`src/rtl/wtc_pkg.sv`:
```
// wtc_pkg: shared types and codes of the watch table controller.
// Request and status codes, and the command that passes from front to back.
// No dependencies.
`timescale 1ns / 1ps
`default_nettype none

package wtc_pkg;

	typedef enum logic [1:0] {
		REQ_ADD = 2'd0,
		REQ_MOD = 2'd1,
		REQ_DEL = 2'd2,
		REQ_BAD = 2'd3
	} req_t;

	typedef enum logic [2:0] {
		ST_OK    = 3'd0,
		ST_BADH  = 3'd1,
		ST_INVAL = 3'd2,
		ST_FAULT = 3'd3,
		ST_EXIST = 3'd4,
		ST_NOENT = 3'd5,
		ST_FULL  = 3'd6
	} status_t;

	typedef enum logic [1:0] {
		CMD_ADD  = 2'd0,
		CMD_MOD  = 2'd1,
		CMD_DEL  = 2'd2,
		CMD_FAIL = 2'd3
	} cmd_kind_t;

	typedef struct packed {
		cmd_kind_t   kind;
		status_t     fail_status;
		logic [31:0] events;
		logic [31:0] data;
	} cmd_t;

	localparam int unsigned CMD_BITS = $bits(cmd_t);
	localparam int unsigned QUEUE_DEPTH = 2;

	typedef enum logic {
		BK_IDLE,
		BK_EXEC
	} back_state_t;

endpackage

`default_nettype wire

```
`src/rtl/watch_table_control.sv`:
```
// watch_table_control: top level of the watch table controller.
// Joins wtc_front, wtc_queue and wtc_back. Depends on wtc_pkg.
//
// Usage:
//   Input channel (in_valid / in_stall) carries one request item: type, key,
//   table handle, handle and target checks, fetch fault, event mask, data.
//   Output channel (out_valid / out_stall) returns one item per request:
//   status and the slot written or cleared.
//   The front classifies each item in the accept cycle and pushes it into a
//   two-entry queue; in_stall rises only while that queue is full.
//   The back pops one command, compares its key against every entry and
//   registers the hit and free maps; in its exec state it then picks the
//   slot, updates the table and loads the output register, waiting there
//   while the output is stalled. It takes no new command until the last one
//   has gone through the compare/update sequence.
//   Reset: all entries marked free at once, queue emptied, output invalid;
//   no clearing pass, items accepted straight after reset.
//   Output stall: the result holds; the back waits with its next command
//   and the queue keeps taking items until full.
`timescale 1ns / 1ps
`default_nettype none

module watch_table_control
	import wtc_pkg::*;
#(
	parameter int unsigned ENTRIES  = 64,
	parameter int unsigned KEY_BITS = 8
) (
	input  wire logic        clk,
	input  wire logic        arst_n,
	input  wire logic        in_valid,
	output logic             in_stall,
	input  wire logic [1:0]  req_type,
	input  wire logic [7:0]  watch_key,
	input  wire logic [7:0]  table_handle,
	input  wire logic        handle_is_table,
	input  wire logic        target_open,
	input  wire logic        event_fault,
	input  wire logic [31:0] event_mask,
	input  wire logic [31:0] user_data,
	output logic             out_valid,
	input  wire logic        out_stall,
	output logic      [2:0]  status,
	output logic      [5:0]  slot_index
);

	localparam int unsigned QW = CMD_BITS + KEY_BITS;

	logic                q_full;
	logic                q_empty;
	logic                push;
	logic                pop;
	cmd_t                front_cmd;
	logic [KEY_BITS-1:0] front_key;
	logic [QW-1:0]       q_head;

	wtc_front #(
		.KEY_BITS(KEY_BITS)
	) u_front (
		.in_valid        (in_valid),
		.in_stall        (in_stall),
		.req_type        (req_type),
		.watch_key       (watch_key),
		.table_handle    (table_handle),
		.handle_is_table (handle_is_table),
		.target_open     (target_open),
		.event_fault     (event_fault),
		.event_mask      (event_mask),
		.user_data       (user_data),
		.q_full          (q_full),
		.push            (push),
		.cmd             (front_cmd),
		.cmd_key         (front_key)
	);

	wtc_queue #(
		.WIDTH(QW)
	) u_queue (
		.clk       (clk),
		.arst_n    (arst_n),
		.push      (push),
		.push_data ({front_cmd, front_key}),
		.pop       (pop),
		.head      (q_head),
		.full      (q_full),
		.empty     (q_empty)
	);

	wtc_back #(
		.ENTRIES  (ENTRIES),
		.KEY_BITS (KEY_BITS)
	) u_back (
		.clk        (clk),
		.arst_n     (arst_n),
		.q_empty    (q_empty),
		.q_cmd      (cmd_t'(q_head[QW-1:KEY_BITS])),
		.q_key      (q_head[KEY_BITS-1:0]),
		.pop        (pop),
		.out_valid  (out_valid),
		.out_stall  (out_stall),
		.status     (status),
		.slot_index (slot_index)
	);

endmodule

`default_nettype wire

```
`src/rtl/wtc_ram.sv`:
```
// wtc_ram: generic single write port RAM with one registered read port.
// No dependencies.
`timescale 1ns / 1ps
`default_nettype none

module wtc_ram #(
	parameter int unsigned WIDTH = 64,
	parameter int unsigned DEPTH = 64
) (
	input  wire logic                     clk,
	input  wire logic                     wr_en,
	input  wire logic [$clog2(DEPTH)-1:0] wr_addr,
	input  wire logic [WIDTH-1:0]         wr_data,
	input  wire logic                     rd_en,
	input  wire logic [$clog2(DEPTH)-1:0] rd_addr,
	output logic      [WIDTH-1:0]         rd_data
);

	logic [WIDTH-1:0] mem_q [DEPTH];

	always_ff @(posedge clk) begin
		if (wr_en) begin
			mem_q[wr_addr] <= wr_data;
		end
		if (rd_en) begin
			rd_data <= mem_q[rd_addr];
		end
	end

endmodule

`default_nettype wire

```
`src/rtl/wtc_front.sv`:
```
// wtc_front: accepts request items and classifies them into table commands.
// Runs the handle, self-watch, fault and opcode checks. Depends on wtc_pkg.
`timescale 1ns / 1ps
`default_nettype none

module wtc_front
	import wtc_pkg::*;
#(
	parameter int unsigned KEY_BITS = 8
) (
	input  wire logic                in_valid,
	output logic                     in_stall,
	input  wire logic [1:0]          req_type,
	input  wire logic [7:0]          watch_key,
	input  wire logic [7:0]          table_handle,
	input  wire logic                handle_is_table,
	input  wire logic                target_open,
	input  wire logic                event_fault,
	input  wire logic [31:0]         event_mask,
	input  wire logic [31:0]         user_data,
	input  wire logic                q_full,
	output logic                     push,
	output cmd_t                     cmd,
	output logic      [KEY_BITS-1:0] cmd_key
);

	logic [KEY_BITS-1:0] handle_key;
	req_t                req;

	assign cmd_key    = KEY_BITS'(watch_key);
	assign handle_key = KEY_BITS'(table_handle);
	assign req        = req_t'(req_type);
	assign in_stall   = q_full;
	assign push       = in_valid && !q_full;

	always_comb begin
		cmd.events      = event_mask;
		cmd.data        = user_data;
		cmd.kind        = CMD_FAIL;
		cmd.fail_status = ST_INVAL;
		if (!handle_is_table || !target_open) begin
			cmd.fail_status = ST_BADH;
		end else if (cmd_key == handle_key) begin
			cmd.fail_status = ST_INVAL;
		end else if (req != REQ_DEL && event_fault) begin
			cmd.fail_status = ST_FAULT;
		end else begin
			case (req)
				REQ_ADD: cmd.kind = CMD_ADD;
				REQ_MOD: cmd.kind = CMD_MOD;
				REQ_DEL: cmd.kind = CMD_DEL;
				default: cmd.kind = CMD_FAIL;
			endcase
		end
	end

endmodule

`default_nettype wire

```
`src/rtl/wtc_queue.sv`:
```
// wtc_queue: short first-in first-out queue between front and back.
// Generic width; depth from wtc_pkg.
`timescale 1ns / 1ps
`default_nettype none

module wtc_queue
	import wtc_pkg::*;
#(
	parameter int unsigned WIDTH = 64
) (
	input  wire logic             clk,
	input  wire logic             arst_n,
	input  wire logic             push,
	input  wire logic [WIDTH-1:0] push_data,
	input  wire logic             pop,
	output logic      [WIDTH-1:0] head,
	output logic                  full,
	output logic                  empty
);

	localparam int unsigned PTR_W = (QUEUE_DEPTH > 1) ? $clog2(QUEUE_DEPTH) : 1;
	localparam int unsigned CNT_W = $clog2(QUEUE_DEPTH + 1);

	logic [WIDTH-1:0] slot_q [QUEUE_DEPTH];
	logic [PTR_W-1:0] wr_ptr_q;
	logic [PTR_W-1:0] rd_ptr_q;
	logic [CNT_W-1:0] count_q;

	function automatic logic [PTR_W-1:0] ptr_next(input logic [PTR_W-1:0] p);
		ptr_next = (p == PTR_W'(QUEUE_DEPTH - 1)) ? '0 : p + 1'b1;
	endfunction

	assign head  = slot_q[rd_ptr_q];
	assign full  = (count_q == CNT_W'(QUEUE_DEPTH));
	assign empty = (count_q == '0);

	always_ff @(posedge clk) begin
		if (push) begin
			slot_q[wr_ptr_q] <= push_data;
		end
	end

	always_ff @(posedge clk or negedge arst_n) begin
		if (!arst_n) begin
			wr_ptr_q <= '0;
			rd_ptr_q <= '0;
			count_q  <= '0;
		end else begin
			if (push) begin
				wr_ptr_q <= ptr_next(wr_ptr_q);
			end
			if (pop) begin
				rd_ptr_q <= ptr_next(rd_ptr_q);
			end
			if (push && !pop) begin
				count_q <= count_q + 1'b1;
			end else if (pop && !push) begin
				count_q <= count_q - 1'b1;
			end
		end
	end

endmodule

`default_nettype wire

```
`src/rtl/wtc_back.sv`:
```
// wtc_back: carries out table commands against the entry store.
// Key compare and free map registered on pop; slot pick, update, result in exec.
// Depends on wtc_pkg and wtc_ram.
`timescale 1ns / 1ps
`default_nettype none

module wtc_back
	import wtc_pkg::*;
#(
	parameter int unsigned ENTRIES  = 64,
	parameter int unsigned KEY_BITS = 8
) (
	input  wire logic                clk,
	input  wire logic                arst_n,
	input  wire logic                q_empty,
	input  wire cmd_t                q_cmd,
	input  wire logic [KEY_BITS-1:0] q_key,
	output logic                     pop,
	output logic                     out_valid,
	input  wire logic                out_stall,
	output logic      [2:0]          status,
	output logic      [5:0]          slot_index
);

	localparam int unsigned IDX_W = $clog2(ENTRIES);

	back_state_t         state_q;
	back_state_t         state_d;
	logic [ENTRIES-1:0]  used_q;
	logic [KEY_BITS-1:0] key_q [ENTRIES];

	cmd_t                cmd_s1;
	logic [KEY_BITS-1:0] key_s1;
	logic [ENTRIES-1:0]  hit_s1;
	logic [ENTRIES-1:0]  free_s1;

	logic [ENTRIES-1:0]  hit_vec;
	logic [IDX_W-1:0]    hit_idx;
	logic [IDX_W-1:0]    free_idx;
	logic                any_hit;
	logic                any_free;

	logic                out_valid_q;
	status_t             status_q;
	logic [5:0]          slot_q;

	logic                out_free;
	logic                exec;
	status_t             res_status;
	logic [IDX_W-1:0]    res_idx;
	logic                res_write;
	logic [63:0]         ram_wdata;

	always_comb begin
		for (int i = 0; i < ENTRIES; i++) begin
			hit_vec[i] = used_q[i] && (key_q[i] == q_key);
		end
	end

	always_comb begin
		hit_idx  = '0;
		free_idx = '0;
		for (int i = ENTRIES - 1; i >= 0; i--) begin
			if (hit_s1[i]) begin
				hit_idx = IDX_W'(i);
			end
			if (free_s1[i]) begin
				free_idx = IDX_W'(i);
			end
		end
	end

	assign any_hit  = |hit_s1;
	assign any_free = |free_s1;
	assign out_free = !out_valid_q || !out_stall;

	always_comb begin
		res_status = cmd_s1.fail_status;
		res_idx    = '0;
		res_write  = 1'b0;
		case (cmd_s1.kind)
			CMD_ADD: begin
				if (any_hit) begin
					res_status = ST_EXIST;
				end else if (!any_free) begin
					res_status = ST_FULL;
				end else begin
					res_status = ST_OK;
					res_idx    = free_idx;
					res_write  = 1'b1;
				end
			end
			CMD_MOD, CMD_DEL: begin
				if (!any_hit) begin
					res_status = ST_NOENT;
				end else begin
					res_status = ST_OK;
					res_idx    = hit_idx;
					res_write  = 1'b1;
				end
			end
			default: res_status = cmd_s1.fail_status;
		endcase
	end

	always_comb begin
		state_d = state_q;
		case (state_q)
			BK_IDLE: if (!q_empty) state_d = BK_EXEC;
			BK_EXEC: if (out_free) state_d = BK_IDLE;
			default: state_d = BK_IDLE;
		endcase
	end

	always_comb begin
		pop  = 1'b0;
		exec = 1'b0;
		case (state_q)
			BK_IDLE: pop  = !q_empty;
			BK_EXEC: exec = out_free;
			default: begin
				pop  = 1'b0;
				exec = 1'b0;
			end
		endcase
	end

	always_ff @(posedge clk or negedge arst_n) begin
		if (!arst_n) begin
			state_q     <= BK_IDLE;
			used_q      <= '0;
			out_valid_q <= 1'b0;
		end else begin
			state_q <= state_d;
			if (exec) begin
				out_valid_q <= 1'b1;
			end else if (!out_stall) begin
				out_valid_q <= 1'b0;
			end
			if (exec && res_write) begin
				case (cmd_s1.kind)
					CMD_ADD: used_q[res_idx] <= 1'b1;
					CMD_DEL: used_q[res_idx] <= 1'b0;
					default: used_q[res_idx] <= used_q[res_idx];
				endcase
			end
		end
	end

	always_ff @(posedge clk) begin
		if (pop) begin
			cmd_s1  <= q_cmd;
			key_s1  <= q_key;
			hit_s1  <= hit_vec;
			free_s1 <= ~used_q;
		end
		if (exec && res_write && cmd_s1.kind == CMD_ADD) begin
			key_q[res_idx] <= key_s1;
		end
		if (exec) begin
			status_q <= res_status;
			slot_q   <= res_write ? 6'(res_idx) : 6'd0;
		end
	end

	assign ram_wdata = (cmd_s1.kind == CMD_DEL) ? 64'd0 : {cmd_s1.events, cmd_s1.data};

	wtc_ram #(
		.WIDTH(64),
		.DEPTH(ENTRIES)
	) u_entry_ram (
		.clk     (clk),
		.wr_en   (exec && res_write),
		.wr_addr (res_idx),
		.wr_data (ram_wdata),
		.rd_en   (1'b0),
		.rd_addr (res_idx),
		.rd_data ()
	);

	assign out_valid  = out_valid_q;
	assign status     = status_q;
	assign slot_index = slot_q;

endmodule

`default_nettype wire

```
`config.mk`:
```
export PLATFORM = sky130hd
export DESIGN_NAME = watch_table_control
export DESIGN_NICKNAME = d
export VERILOG_FILES = /design/src/rtl/wtc_pkg.sv /design/src/rtl/watch_table_control.sv /design/src/rtl/wtc_ram.sv /design/src/rtl/wtc_front.sv /design/src/rtl/wtc_queue.sv /design/src/rtl/wtc_back.sv
export SDC_FILE = /design/constraint.sdc
export NUM_CORES = 1
export LEC_CHECK = 0
export BUFFER_PORTS_ARGS = -buffer_cell sky130_fd_sc_hd__buf_4
export CAP_MARGIN = 20
export CORE_ASPECT_RATIO = 1.2
export CORE_MARGIN = 5
export CORE_UTILIZATION = 25
export DETAILED_ROUTE_END_ITERATION = 8
export HOLD_SLACK_MARGIN = 0.12
export PLACE_DENSITY_LB_ADDON = 0.12
export SYNTH_ARGS = -nofsm -noshare
export SYNTH_HDL_FRONTEND = slang
export SYNTH_SLANG_ARGS = --single-unit
```
`constraint.sdc`:
```
create_clock -name clk -period 5.4 [get_ports clk]
set_input_delay 0.81 -clock clk [delete_from_list [all_inputs] [get_ports clk]]
set_output_delay 0.81 -clock clk [all_outputs]
set_load 0.05 [all_outputs]
```
After elaboration in Yosys (flattened, before gate mapping)
Memories as Yosys holds them, arrays and structs flattened.
Cells that the tools add are included.

word-level totals
  register bits after elaboration = 220
  RAM bits = 666
  input bits = 89
  output and inout port bits = 11
  memories = 2

memories
  name            depth  width  read ports  clocked after memory_dff  wr ports  RTL line         RTL
  u_back.key_q    64     8      64          0                         1         wtc_back.sv:30   logic [KEY_BITS-1:0] key_q [ENTRIES];
  u_queue.slot_q  2      77     1           0                         1         wtc_queue.sv:24  logic [WIDTH-1:0] slot_q [QUEUE_DEPTH];

cells by class
  $add $sub $neg = 4
  order comparisons = 2
  equality and inequality tests = 72
  muxes and demuxes = 168
  bitwise logic cells = 5
  reductions and logical operators = 88

operators with widths
  cell                                                                                  number
  6-bit two-way mux                                                                     131
  8-bit == test                                                                         65
  64-bit NOT                                                                            2
  64-bit one-hot mux with 2 select lines                                                1
  64-bit OR reduction                                                                   2
  1-bit logical AND                                                                     71
  64-bit AND                                                                            1
  64-bit bitwise mux                                                                    1
  64-bit OR                                                                             1
  1-bit two-way mux                                                                     18
  3-bit two-way mux                                                                     5
  6-bit one-hot mux with 2 select lines                                                 1
  2-bit two-way mux                                                                     5
  1-bit zero test                                                                       8
  6-bit by 7-bit less-than comparator with 1-bit output (second input constant)         1
  1-bit binary-select mux with 6-bit select                                             1
  1-bit demux with 6-bit select                                                         1
  2-bit == test (second input constant)                                                 3
  6-bit by 1-bit greater-or-equal comparator with 1-bit output (second input constant)  1
  2-bit zero test                                                                       3
  2-bit one-hot mux with 3 select lines                                                 1
  3-bit one-hot mux with 2 select lines                                                 1
  2-bit by 1-bit == test with 1-bit output (second input constant)                      2
  1-bit one-hot mux with 2 select lines                                                 2
  other kinds (9)                                                                       11

Longest topological paths before layout
Gate-level depths: netlist of the first run.

  depth after elaboration = 74
  mapped depth = 16
  depth with buffers taken out = 12

Modules after synthesis
From an unflattened synthesis of the first run, not the netlist that was laid out.

second synthesis, totals
  cells, all modules = 2,617
  area total of the unflattened synthesis = 38,610.8 sq um

modules (own cells, without submodules)
  module     instances  cells an instance  area each (sq um)
  wtc_back   1          2,268              32,094.5
  wtc_queue  1          256                5,823.1
  wtc_front  1          93                 693.2

Worst setup path after synthesis of the first run
Ideal clock, no wire load.

  path kind = register -> register
  start point = register u_queue.count_q[0]
  end point = register u_back.cmd_s1[64] (netlist bit), enable pin
  library setup time = 0.493 ns
  arrival time = 3.475 ns
  data required time = 4.907 ns
  setup slack = 1.432 ns
  cell stages (with the launch flop) = 4
  buffers on the path = 0
  period minus slack after synthesis = 3.968 ns
  cell sequence = dfrtp_1 -> nor2_1 -> or2_2 -> inv_1

between the ends
  word-level cells in the longest chain between the ends = 3

RTL lines
  item                    RTL line                   RTL
  from (decl)             wtc_queue.sv:27            logic [CNT_W-1:0] count_q;
  from (signal assigned)  wtc_queue.sv:56            count_q <= count_q + 1'b1;
  from (signal assigned)  wtc_queue.sv:58            count_q <= count_q - 1'b1;
  2-bit zero test         wtc_queue.sv:35            assign empty = (count_q == '0);
  1-bit zero test         --
  1-bit two-way mux       wtc_back.sv:118            case (state_q)
  via pop                 watch_table_control.sv:52  logic pop;
  to (signal assigned)    wtc_back.sv:152            cmd_s1 <= q_cmd;
  to (decl)               wtc_back.sv:32             cmd_t cmd_s1;

The timed path passes the listed nets, and every way through them passes these cells.
A chain may end at the register's enable or synchronous reset.

==> results of run 1 <==
## metrics by stage
| step | cell area (sq um) | power (uW) |
|---|---|---|
| 6_report | 39400 | 19300 |
| 5_1_grt | 39400 | 20200 |
| 4_1_cts | 39300 | 19600 |
| 3_5_place_dp | 36700 | 14000 |
| 3_3_place_gp | 36700 | 14000 |
| 2_1_floorplan | 33000 | 10900 |
## placed cells by master, fill, tap and decap left out, types with 9 or more instances in the layout
cell type / instances
clkinv_2: 15
nor2b_1: 10
buf_12: 13
or3_1: 18
inv_1: 104
xor2_1: 450
o41ai_2: 12
nand2b_1: 9
clkbuf_1: 24
nand3_1: 81
a211oi_1: 9
dfrtp_1: 70
edfxtp_1: 685
buf_4: 212
a21oi_1: 65
xnor2_1: 75
o21ai_0: 55
o31ai_1: 33
nor3_1: 36
nand2_1: 70
clkinv_1: 12
clkbuf_16: 84
nor4_1: 106
nor2_1: 173
nand4_1: 77
or4_1: 16
## layout make-up
type	count	area share
inverters	106	0.0102
multi-input cells	1426	0.254
flip-flops and latches	755	0.567
clock buffers	112	0.0571
well taps	1702	0.0541
clock inverters	45	0.00953
repair buffers	228	0.0487
## routing by layer
| layer | up-vias | track usage | wire (um) |
|---|---|---|---|
| met5 | - | 0 | 0 |
| met4 | 0 | 0.0447 | 2820 |
| met3 | 144 | 0.0267 | 4800 |
| met2 | 437 | 0.268 | 54700 |
| met1 | 10200 | 0.195 | 47000 |
| li1 | 9237 | - | - |
## sequential cells by signal (all words and copies together), names as in the netlist, 2 cells and up, named ones only
register           count
u_back.free_s1        64
u_back.hit_s1         64
u_queue.count_q        2
u_back.key_s1          8
u_queue.slot_q        24
u_back.slot_index      6
u_back.status          3
u_back.key_q         512
u_back.cmd_s1          4
## power breakdown
part           switching, uW  leakage [uW]  total, uW  internal [uW]
Clock                   2420       0.00127       5530           3100
Sequential               380       0.00703       7790           7410
Combinational           4250       0.00468       5970           1720
Total                   7050        0.0130      19300          12200
## timing repair
| action | 4_1_cts | 5_1_grt |
|---|---|---|
| hold endpoints to repair | 6 | 0 |
| hold buffers | 1 | 0 |
| setup endpoints to repair | 0 | 0 |
## worst min-delay path by stage
stage	from	to	slack, ns
after floorplan	flop	flop	0.45
after global routing	watch_key[0]	u_queue.slot_q[0][0]	0.30
final	watch_key[1]	u_queue.slot_q[0][1]	0.34
after detailed placement	flop	flop	0.47
after global placement	flop	flop	0.46
after CTS	watch_key[0]	u_queue.slot_q[0][0]	0.26
## cell families (layout without fill, tap and decap cells)
| logic type | Yosys count | after routing |
|---|---|---|
| adder cells (fa/ha/maj) | 4 | 4 |
| AND/OR/NAND/NOR | 620 | 620 |
| XOR/XNOR | 525 | 525 |
| buffers and inverters | 202 | 491 |
| multiplexers | 14 | 14 |
| flip-flops | 755 | 755 |
| AO/OA/AOI/OAI | 263 | 263 |
==> results by group, run 1 <==
Run status
  • Status: finished clean

Layout
  • Fillers: 13,100
  • Ant. Diodes: 0
  • Final Non-Filler Cells: 4,374
  • Area growth syn-to-layout: 19.4%
  • Layout cell share with drive strength beyond 1: 0.149
  • Nets: between 2,000 and 3,000
  • Final design utilization: 0.299
  • Multi-input gate area: 0.00999 sq mm
  • FF+latch area: 0.0223 sq mm

Routing
  • DRT Wirelength: around 110 mm
  • Vias: 20,100
  • First-pass iteration count of the detailed router: 5
  • DR DRC count: 0
  • WL/cell: 25.0 um
  • Initial drt markers: about 1,500
  • Routed Antenna Nets: 0
  • Vias per inst: 4.59

Yosys
  • Unique masters post-synth: 73
  • Synth Area in Compound Gates: 0.0563
  • Synth Net Count: between 2,000 and 2,500
  • YS warnings: 0
  • Yosys top cell by area: edfxtp_1
  • Synthesized area per cell: 13.8 sq um
  • Top_reg_cell synth: edfxtp_1
  • Largest cells by area after synthesis: edfxtp_1 62%, xor2_1 12%, dfrtp_1 5.3%
  • Synth Register Bits: roughly 760
  • Most frequent cell after synthesis: edfxtp_1
  • XOR/XNOR Fraction of Synth Area: 0.139
  • Post-synthesis adder-cell area fraction: 0.00152
  • Post-synthesis mux area share: 0.00440
  • Main combinational cell family by area after synthesis: XOR/XNOR gates
  • Cells after synthesis: 2,383
  • Ys async rst share: 0.0927
  • Synth top area share: 0.623
  • Post-synth EDFFs: 685
  • Seq/Total Area, Yosys: 0.677
  • Post-synthesis simple-gate area fraction: 0.0977
  • Synth top cells by count: 685 x edfxtp_1, 450 x xor2_1, 173 x nor2_1, 106 x nor4_1, 105 x inv_1
  • Cell Area, Synth: 0.0330 sq mm

Setup path
  • Worst-path maximum fanout: 28
  • CP max stage delay: between 0.8 and 0.9 ns
  • Crit path buffers/inverters: 2
  • Reg-to-reg startpoint: u_back.hit_s1[37]
  • Critical path arrival: about 5.7 ns
  • Crit path cell chain: nor4_1 -> and4_1 -> and4b_4 -> nand2_2 -> or4_1 -> a41oi_2 -> buf_12 -> o32ai_1 -> a2111oi_0 -> o211a_2 -> buf_4 -> a21oi_1
  • Critical path class: flop to flop
  • CP delay by family, top: simple AND/OR/NAND/NOR gates
  • Worst EP required: 5.94 ns
  • Critical Path Source Type: flop
  • Crit path from: u_back.hit_s1[37]
  • Levels on crit path: 12
  • Type of destination of the critical path: flop
  • R2r setup slk: 0.21 ns
  • CP max-delay cell: nor4_1
  • Reg2reg path depth: 12

Floorplan
  • Width of the die: approximately 340 um
  • # rows: ~150
  • Initial Utilization: 0.251
  • Io pins: 100
  • Die Ht: 408 um
  • Die area: 0.139 sq mm
  • Total core area: 0.132 sq mm

STA
  • Final worst slack: 0.208 ns
  • Worst slew pin tran: roughly 1.1 ns
  • Crit path time final: 5.19 ns
  • Setup violations, final: 0
  • Count of final max-slew check failures: 0
  • Hold slack final: 0.337 ns
  • Clock skew: approximately 0.03 ns
  • Unrepaired setup endpoints after global routing: false
  • FMAX: 0.193 GHz
  • Final hold vios: 0
  • Slew headroom: 0.283
  • Setup TNS: 0 ns
  • Period utilisation layout: 0.961

Placement
  • I/O Buffers: 35
  • Pre-CTS setup slack: 0.238 ns
  • Half-perimeter wire length after detailed placement: 72.1 mm
  • Placed cells: 4,214
  • RePlAce Congestion: ~0.87

Clock network
  • Clk root buf: clkbuf_16
  • CTS H-tree lvls: 3
  • CTS tree: done
  • # resized after CTS: 0
  • Cts bufs inserted: 84
  • Deepest clock path buffer count: 3
  • Setup bufs post-CTS: 0
  • Clk slew on worst S/H paths: approximately 0.06 ns
  • Worst skew pair latency: 0.68 ns
  • Clock sinks: 755

Power
  • Peak VDD IR: ~0.34 mV
  • Cell area power density: between 400 and 500 mW/mm^2
  • Leakage: ~0.013 uW

GRT
  • Gr ovfl total: 0
  • Number of global-route vias before repair: 20,600
  • Largest net degree at the start of global routing: 66
  • Initial antenna violation count: 4
  • GRT Util Overall: 0.154
  • First-pass GRT wire length: ~150 mm

Hold path
  • Min-Delay Path Depth: 1
  • Worst Hold Class: input pin to flop

Job
  • Max_cap viols: 0
Power figures use the tool's default switching activity.
==> run 2: changes to the inputs <==
--- a/config.mk
+++ b/config.mk
@@ -5,9 +5,9 @@
 export SDC_FILE = /design/constraint.sdc
 export NUM_CORES = 1
 export LEC_CHECK = 0
-export BUFFER_PORTS_ARGS = -buffer_cell sky130_fd_sc_hd__buf_4
+export BUFFER_PORTS_ARGS = -buffer_cell sky130_fd_sc_hd__buf_2
 export CAP_MARGIN = 20
-export CORE_ASPECT_RATIO = 1.2
+export CORE_ASPECT_RATIO = 1.5
 export CORE_MARGIN = 5
 export CORE_UTILIZATION = 25
 export DETAILED_ROUTE_END_ITERATION = 8
==> run 2 against run 1 <==
  * Final cell count down 0.11%
  * First-iteration DRC count is 5.8% lower
  * Routed wire length rose by 2.6%
  * Global-route usage grew 0.52 points
  * Hold slack better by 0.0095 ns
  * Setup slack lost 0.048 ns
  * Power down 1.1%
  * Combinational power fell by 3.7%
  * Critical path type unchanged
  * Highest routed layer unchanged
==> results by group, run 2 (same netlist as run 1, synthesis figures left out) <==
Run status
  • Status: finished clean

Clock network
  • Clk root buf: clkbuf_16
  • Cts bufs inserted: 79 (-6.0%)
  • CTS tree: done
  • CTS H-tree lvls: 3 (unchanged)
  • Setup bufs post-CTS: 0 (unchanged)
  • Clk slew on worst S/H paths: 0.06 ns (about the same)
  • Clock sinks: 755 (unchanged)
  • Worst skew pair latency: 0.68 ns (about the same)
  • Deepest clock path buffer count: 3 (unchanged)

STA
  • Slew headroom: 0.319 (+0.0364)
  • Period utilisation layout: 0.970 (+0.00889)
  • Unrepaired setup endpoints after global routing: false
  • Setup TNS: 0 ns (unchanged)
  • Count of final max-slew check failures: 0 (unchanged)
  • FMAX: 0.191 GHz (-0.92%)
  • Setup violations, final: 0 (unchanged)
  • Final hold vios: 0 (unchanged)
  • Clock skew: 0.0290 ns (-0.00129 ns)
  • Crit path time final: 5.24 ns (+0.0480 ns)
  • Worst slew pin tran: 0.995 ns (-0.0579 ns)

Floorplan
  • Initial Utilization: 0.251 (+0.000354)
  • Die Ht: 455 um (+12%)
  • Width of the die: 307 um (-10%)
  • Total core area: 0.131 sq mm (-0.14%)
  • # rows: 163 (+12%)
  • Die area: 0.139 sq mm (about the same)
  • Io pins: 100 (unchanged)

GRT
  • Met3 capacity usage during global routing: 0.0203 (-0.00642)
  • Gr ovfl total: 0 (unchanged)
  • Initial antenna violation count: 3 (-1)
  • Largest net degree at the start of global routing: 71 (+7.6%)
  • GRT Util Overall: 0.159 (+0.00525)
  • Number of global-route vias before repair: 21,200 (+3.0%)
  • Met1 Track Usage GR: 0.179 (-0.0162)
  • First-pass GRT wire length: 159 mm (+3.4%)
  • Gr busiest metal: met2
  • Met2 GRT Util: 0.303 (+0.0346)

Setup path
  • CP max-delay cell: or4_4
  • Type of destination of the critical path: flop
  • CP max stage delay: 0.69 ns (-0.17 ns)
  • Crit path buffers/inverters: 2 (unchanged)
  • Critical path class: flop to flop
  • Worst-path maximum fanout: 22 (-21%)
  • CP delay by family, top: simple AND/OR/NAND/NOR gates
  • Critical path arrival: 5.80 ns (+0.07 ns)
  • Worst EP required: 5.96 ns (+0.02 ns)
  • Critical Path Source Type: flop
  • Crit path cell chain: or4_4 -> nor4_4 -> nand4b_1 -> or3_1 -> a211oi_2 -> nor2_2 -> buf_4 -> or4_1 -> o2111a_1 -> a31oi_1 -> a22oi_2 -> buf_12 -> o41ai_1

Job
  • Max_cap viols: 0 (unchanged)

Routing
  • Routed Antenna Nets: 0 (unchanged)
  • WL/cell: 25.6 um (+2.7%)
  • Initial drt markers: 1,366 (-5.8%)
  • Vias: 20,300 (+0.95%)
  • DRT Wirelength: 112 mm (+2.6%)
  • First-pass iteration count of the detailed router: 7 (+2)
  • Vias per inst: 4.64 (+1.1%)
  • DR DRC count: 0 (unchanged)

Power
  • Leakage: 0.0128 uW (-1.2%)
  • Peak VDD IR: 0.428 mV (+24%)
  • Power Total: 19,100 uW (-1.1%)
  • Cell area power density: 488 mW/mm^2 (-0.42%)

Layout
  • Largest register FFs: 512 (unchanged)
  • Regs by FF count: u_back.key_q (512), u_back.free_s1 (64), u_back.hit_s1 (64)
  • Nets: 2,667 (-1.0%)
  • Area growth syn-to-layout: 18.6%
  • Leading cell type in the layout, fill and taps excluded: edfxtp_1
  • Layout cell share with drive strength beyond 1: 0.140 (-0.00929)
  • Most frequent cells in the layout: 685 x edfxtp_1, 450 x xor2_1, 172 x nor2_1
  • Top reg by flops: u_back.key_q

Placement
  • I/O Buffers: 35 (unchanged)
  • RePlAce Congestion: 0.899 (+2.8%)
  • Half-perimeter wire length after detailed placement: 73.9 mm (+2.5%)

Hold path
  • Worst Hold Class: input pin to flop
## run 2: metrics by stage
step | cells | hold slack [ns] | setup WS [ns] | utilization | cell area (sq um)
final | 4369 | 0.346 | 0.160 | 0.298 | 39100
after global routing | 4368 | 0.308 | 0.0201 | 0.298 | 39100
after CTS | 4364 | 0.274 | 0.201 | 0.297 | 39100
after detailed placement | 4222 | 0.466 | 0.223 | 0.278 | 36500
after global placement | 4221 | 0.459 | 0.318 | 0.278 | 36500
after floorplan | 2383 | 0.447 | 1.43 | - | 33000
## run 2: worst paths after layout
kind	startpoint	end	depth (start not counted)	slack, ns
max	u_back.hit_s1[11]	flop	13	0.16
min	watch_key[7]	u_queue.slot_q[1][7]	1	0.35
max reg2reg	u_back.hit_s1[11]	flop	13	0.16
min reg2reg	flop	flop	2	0.48
max in group asynchronous	arst_n	asynchronous set/reset pin	3	4.06
min in group asynchronous	arst_n	asynchronous set/reset pin	2	0.74
## run 2: area by class of cell
| cell class | count | area [sq um] |
|---|---|---|
| Multi-Input combinational cell | 1426 | 10000 |
| Timing Repair Buffer | 206 | 1650 |
| Clock buffer | 102 | 2170 |
| Sequential cell | 755 | 22300 |
| Tap cell | 1732 | 2170 |
| Antenna cell | 2 | 5.00 |
| Fill cell | 13300 | 92200 |
| Clock inverter | 40 | 403 |
| Inverter | 106 | 403 |
## run 2: metal layers
metal | vias to the layer above | share of wire
met5 | - | 0
met4 | 0 | 0.039
met3 | 159 | 0.036
met2 | 525 | 0.54
met1 | 10400 | 0.38
li1 | 9164 | -
## run 2: what timing repair did
| item | CTS | global route |
|---|---|---|
| hold endpoints to repair | 0 | 28 |
| setup endpoints to repair | 0 | 0 |
| hold buffers | 0 | 1 |
| resized for setup | 0 | 0 |
## run 2: report_power, final
group	switching (uW)	leakage, uW	total (uW)	internal (uW)
logic	4190	0.00454	5750	1570
registers	391	0.00703	7800	7410
clock network	2300	0.00126	5520	3210
==> run 3: changes to the inputs <==
--- a/config.mk
+++ b/config.mk
@@ -7,12 +7,14 @@
 export LEC_CHECK = 0
 export BUFFER_PORTS_ARGS = -buffer_cell sky130_fd_sc_hd__buf_2
 export CAP_MARGIN = 20
+export CELL_PAD_IN_SITES_DETAIL_PLACEMENT = 1
+export CELL_PAD_IN_SITES_GLOBAL_PLACEMENT = 1
 export CORE_ASPECT_RATIO = 1.5
 export CORE_MARGIN = 5
 export CORE_UTILIZATION = 25
 export DETAILED_ROUTE_END_ITERATION = 8
 export HOLD_SLACK_MARGIN = 0.12
-export PLACE_DENSITY_LB_ADDON = 0.12
+export PLACE_DENSITY = 0.44
 export SYNTH_ARGS = -nofsm -noshare
 export SYNTH_HDL_FRONTEND = slang
 export SYNTH_SLANG_ARGS = --single-unit
==> run 3 against run 2 <==
  * Die area unchanged
  * Utilization about the same
  * Critical path type unchanged
  * Sequential share of layout area about the same
  * Combinational power increased by 2%
  * Final cell count about the same
  * Clock power is 2% lower
  * Largest cell class unchanged
==> results by group, run 3 (same netlist as run 1, synthesis figures left out) <==
STA
  • Crit path time final: 5.15 ns (-0.0884 ns)
  • Count of final max-slew check failures: 0 (unchanged)
  • Setup violations, final: 0 (unchanged)
  • Period utilisation layout: 0.954 (-0.0164)
  • Final hold vios: 0 (unchanged)
  • Worst slew pin tran: 1.02 ns (+0.0278 ns)
  • Slew headroom: 0.318 (-0.00139)
  • Clock skew: 0.0251 ns (-0.00391 ns)
  • Setup TNS: 0 ns (unchanged)
  • Final worst slack: 0.249 ns (+0.0884 ns)
  • FMAX: 0.194 GHz (+1.7%)
  • Unrepaired setup endpoints after global routing: false

Layout
  • Leading cell type in the layout, fill and taps excluded: edfxtp_1
  • Top reg by flops: u_back.key_q
  • Final Instance Area: 0.0391 sq mm (about the same)
  • Most frequent cells in the layout: 685 x edfxtp_1, 450 x xor2_1, 172 x nor2_1
  • Nets: 2,674 (+0.26%)
  • Layout cell share with drive strength beyond 1: 0.144 (+0.00396)
  • Largest register FFs: 512 (unchanged)
  • Area growth syn-to-layout: 18.5% (about the same)
  • Regs by FF count: u_back.key_q (512), u_back.free_s1 (64), u_back.hit_s1 (64)

Routing
  • Routed Antenna Nets: 0 (unchanged)
  • WL/cell: 26.5 um (+3.3%)
  • Vias per inst: 4.65 (+0.31%)
  • DRT Wirelength: 116 mm (+3.3%)
  • Initial drt markers: 1,054 (-23%)
  • First-pass iteration count of the detailed router: 4 (-3)
  • Vias: 20,300 (+0.38%)
  • DR DRC count: 0 (unchanged)

Clock network
  • Clk root buf: clkbuf_16
  • Deepest clock path buffer count: 3 (unchanged)
  • Clock sinks: 755 (unchanged)
  • Setup bufs post-CTS: 0 (unchanged)
  • Cts bufs inserted: 77 (-2.5%)
  • CTS tree: done
  • Clk slew on worst S/H paths: 0.06 ns (about the same)
  • Worst skew pair latency: 0.67 ns (about the same)
  • CTS H-tree lvls: 3 (unchanged)

Floorplan
  • Die Ht: 455 um (unchanged)
  • Initial Utilization: 0.251 (unchanged)
  • # rows: 163 (unchanged)
  • Io pins: 100 (unchanged)
  • Total core area: 0.131 sq mm (unchanged)
  • Die area: 0.139 sq mm (unchanged)
  • Width of the die: 307 um (unchanged)

GRT
  • Initial antenna violation count: 2 (-1)
  • First-pass GRT wire length: 164 mm (+3.0%)
  • Number of global-route vias before repair: 22,200 (+4.7%)
  • Largest net degree at the start of global routing: 133 (+87%)
  • Gr ovfl total: 0 (unchanged)
  • GRT Util Overall: 0.163 (+0.00421)

Placement
  • I/O Buffers: 35 (unchanged)
  • Pre-CTS setup slack: 0.301 ns (+0.0778 ns)
  • Half-perimeter wire length after detailed placement: 78.0 mm (+5.6%)
  • RePlAce Congestion: 0.893 (-0.59%)
  • Post-DP Area: 0.0366 sq mm (+0.23%)

Power
  • Leakage: 0.0128 uW (about the same)
  • Peak VDD IR: 0.534 mV (+25%)
  • Cell area power density: 488 mW/mm^2 (+0.14%)

Setup path
  • Type of destination of the critical path: flop
  • Worst-path maximum fanout: 32 (+45%)
  • Reg-to-reg startpoint: u_back.free_s1[52]
  • Crit path from: u_back.free_s1[52]
  • Critical Path Source Type: flop
  • Reg2reg path depth: 14 (+1)
  • Critical path arrival: 5.72 ns (-0.08 ns)
  • Critical path class: flop to flop
  • R2r setup slk: 0.25 ns (+0.09 ns)
  • Worst EP required: 5.97 ns (about the same)

Hold path
  • Min-Delay Path Depth: 1 (unchanged)
  • Worst Hold Class: input pin to flop
  • WHS Endpoint: u_queue.slot_q[1][6]
  • Worst Min Path Start: watch_key[6]

Run status
  • Status: finished clean

Job
  • Max_cap viols: 0 (unchanged)
-- run 3: cell count changes in the layout (fill, tap and decap cells not counted), sizes merged --
cell | before | now
clkbuf | 102 | 98
diode | 2 | 1
clkinv | 29 | 26
clkinvlp | 2 | 5
buf | 205 | 213
dlymetal6s2s | 0 | 1
bufinv | 8 | 7
-- run 3: timing repair --
| item | CTS | global route |
|---|---|---|
| endpoints found under the hold margin | 12 | 0 |
| setup endpoints to repair | 0 | 32 |
| hold buffers | 1 | 0 |
| gates resized for setup | 0 | 1 |
-- run 3: power breakdown --
| part | internal, uW | switching (uW) |
|---|---|---|
| clock network | 3110 | 2320 |
| logic | 1590 | 4260 |
| registers | 7420 | 402 |
| total | 12100 | 6980 |
-- run 3: stage by stage --
step                hold slack [ns]  std cells  utilization  total power (uW)
global route                  0.336       4372        0.298             20000
CTS                           0.295       4369        0.298             19500
global placement              0.459       4230        0.278             13900
floorplan                     0.447       2383            -             10900
finish                        0.364       4372        0.298             19100
detailed placement            0.473       4231        0.279             14000
-- run 3: routing by layer --
metal / vias to the layer above / routed length (um) / global-route usage
met5: - / 0 / 0
met1: 10700 / 44900 / 0.181
met3: 138 / 2790 / 0.0189
li1: 9167 / - / -
met2: 302 / 64200 / 0.319
met4: 0 / 3910 / 0.0589
-- run 3: worst max-delay path by stage --
stage	cells after the start	end
CTS	12	flop
floorplan	3	u_back.cmd_s1[64]
finish	14	flop
detailed placement	12	flop
global route	14	flop
global placement	12	flop
-- run 3: layout make-up --
| type | count | area (sq um) |
|---|---|---|
| fill | 14000 | 92200 |
| clock inverter | 39 | 374 |
| clock buffer | 98 | 2120 |
| inverter | 106 | 403 |
| multi-input combinational | 1426 | 10000 |
| sequential | 755 | 22300 |
| timing repair buffer | 215 | 1700 |
| tap | 1732 | 2170 |
| antenna | 1 | 2.50 |
-- run 3: worst max-delay path: stages (launching register included) --
cell and delay, ns:
edfxtp_1 0.46, nor4_1 0.65, nand4_1 0.39, nor4_2 0.32, buf_4 0.19, or3_1 0.24, a211o_1 0.27, nand2_1 0.39
a211oi_2 0.54, a21oi_1 0.13, a311oi_1 0.52, o21ai_1 0.16, o211a_2 0.21, buf_4 0.28, o31ai_1 0.29
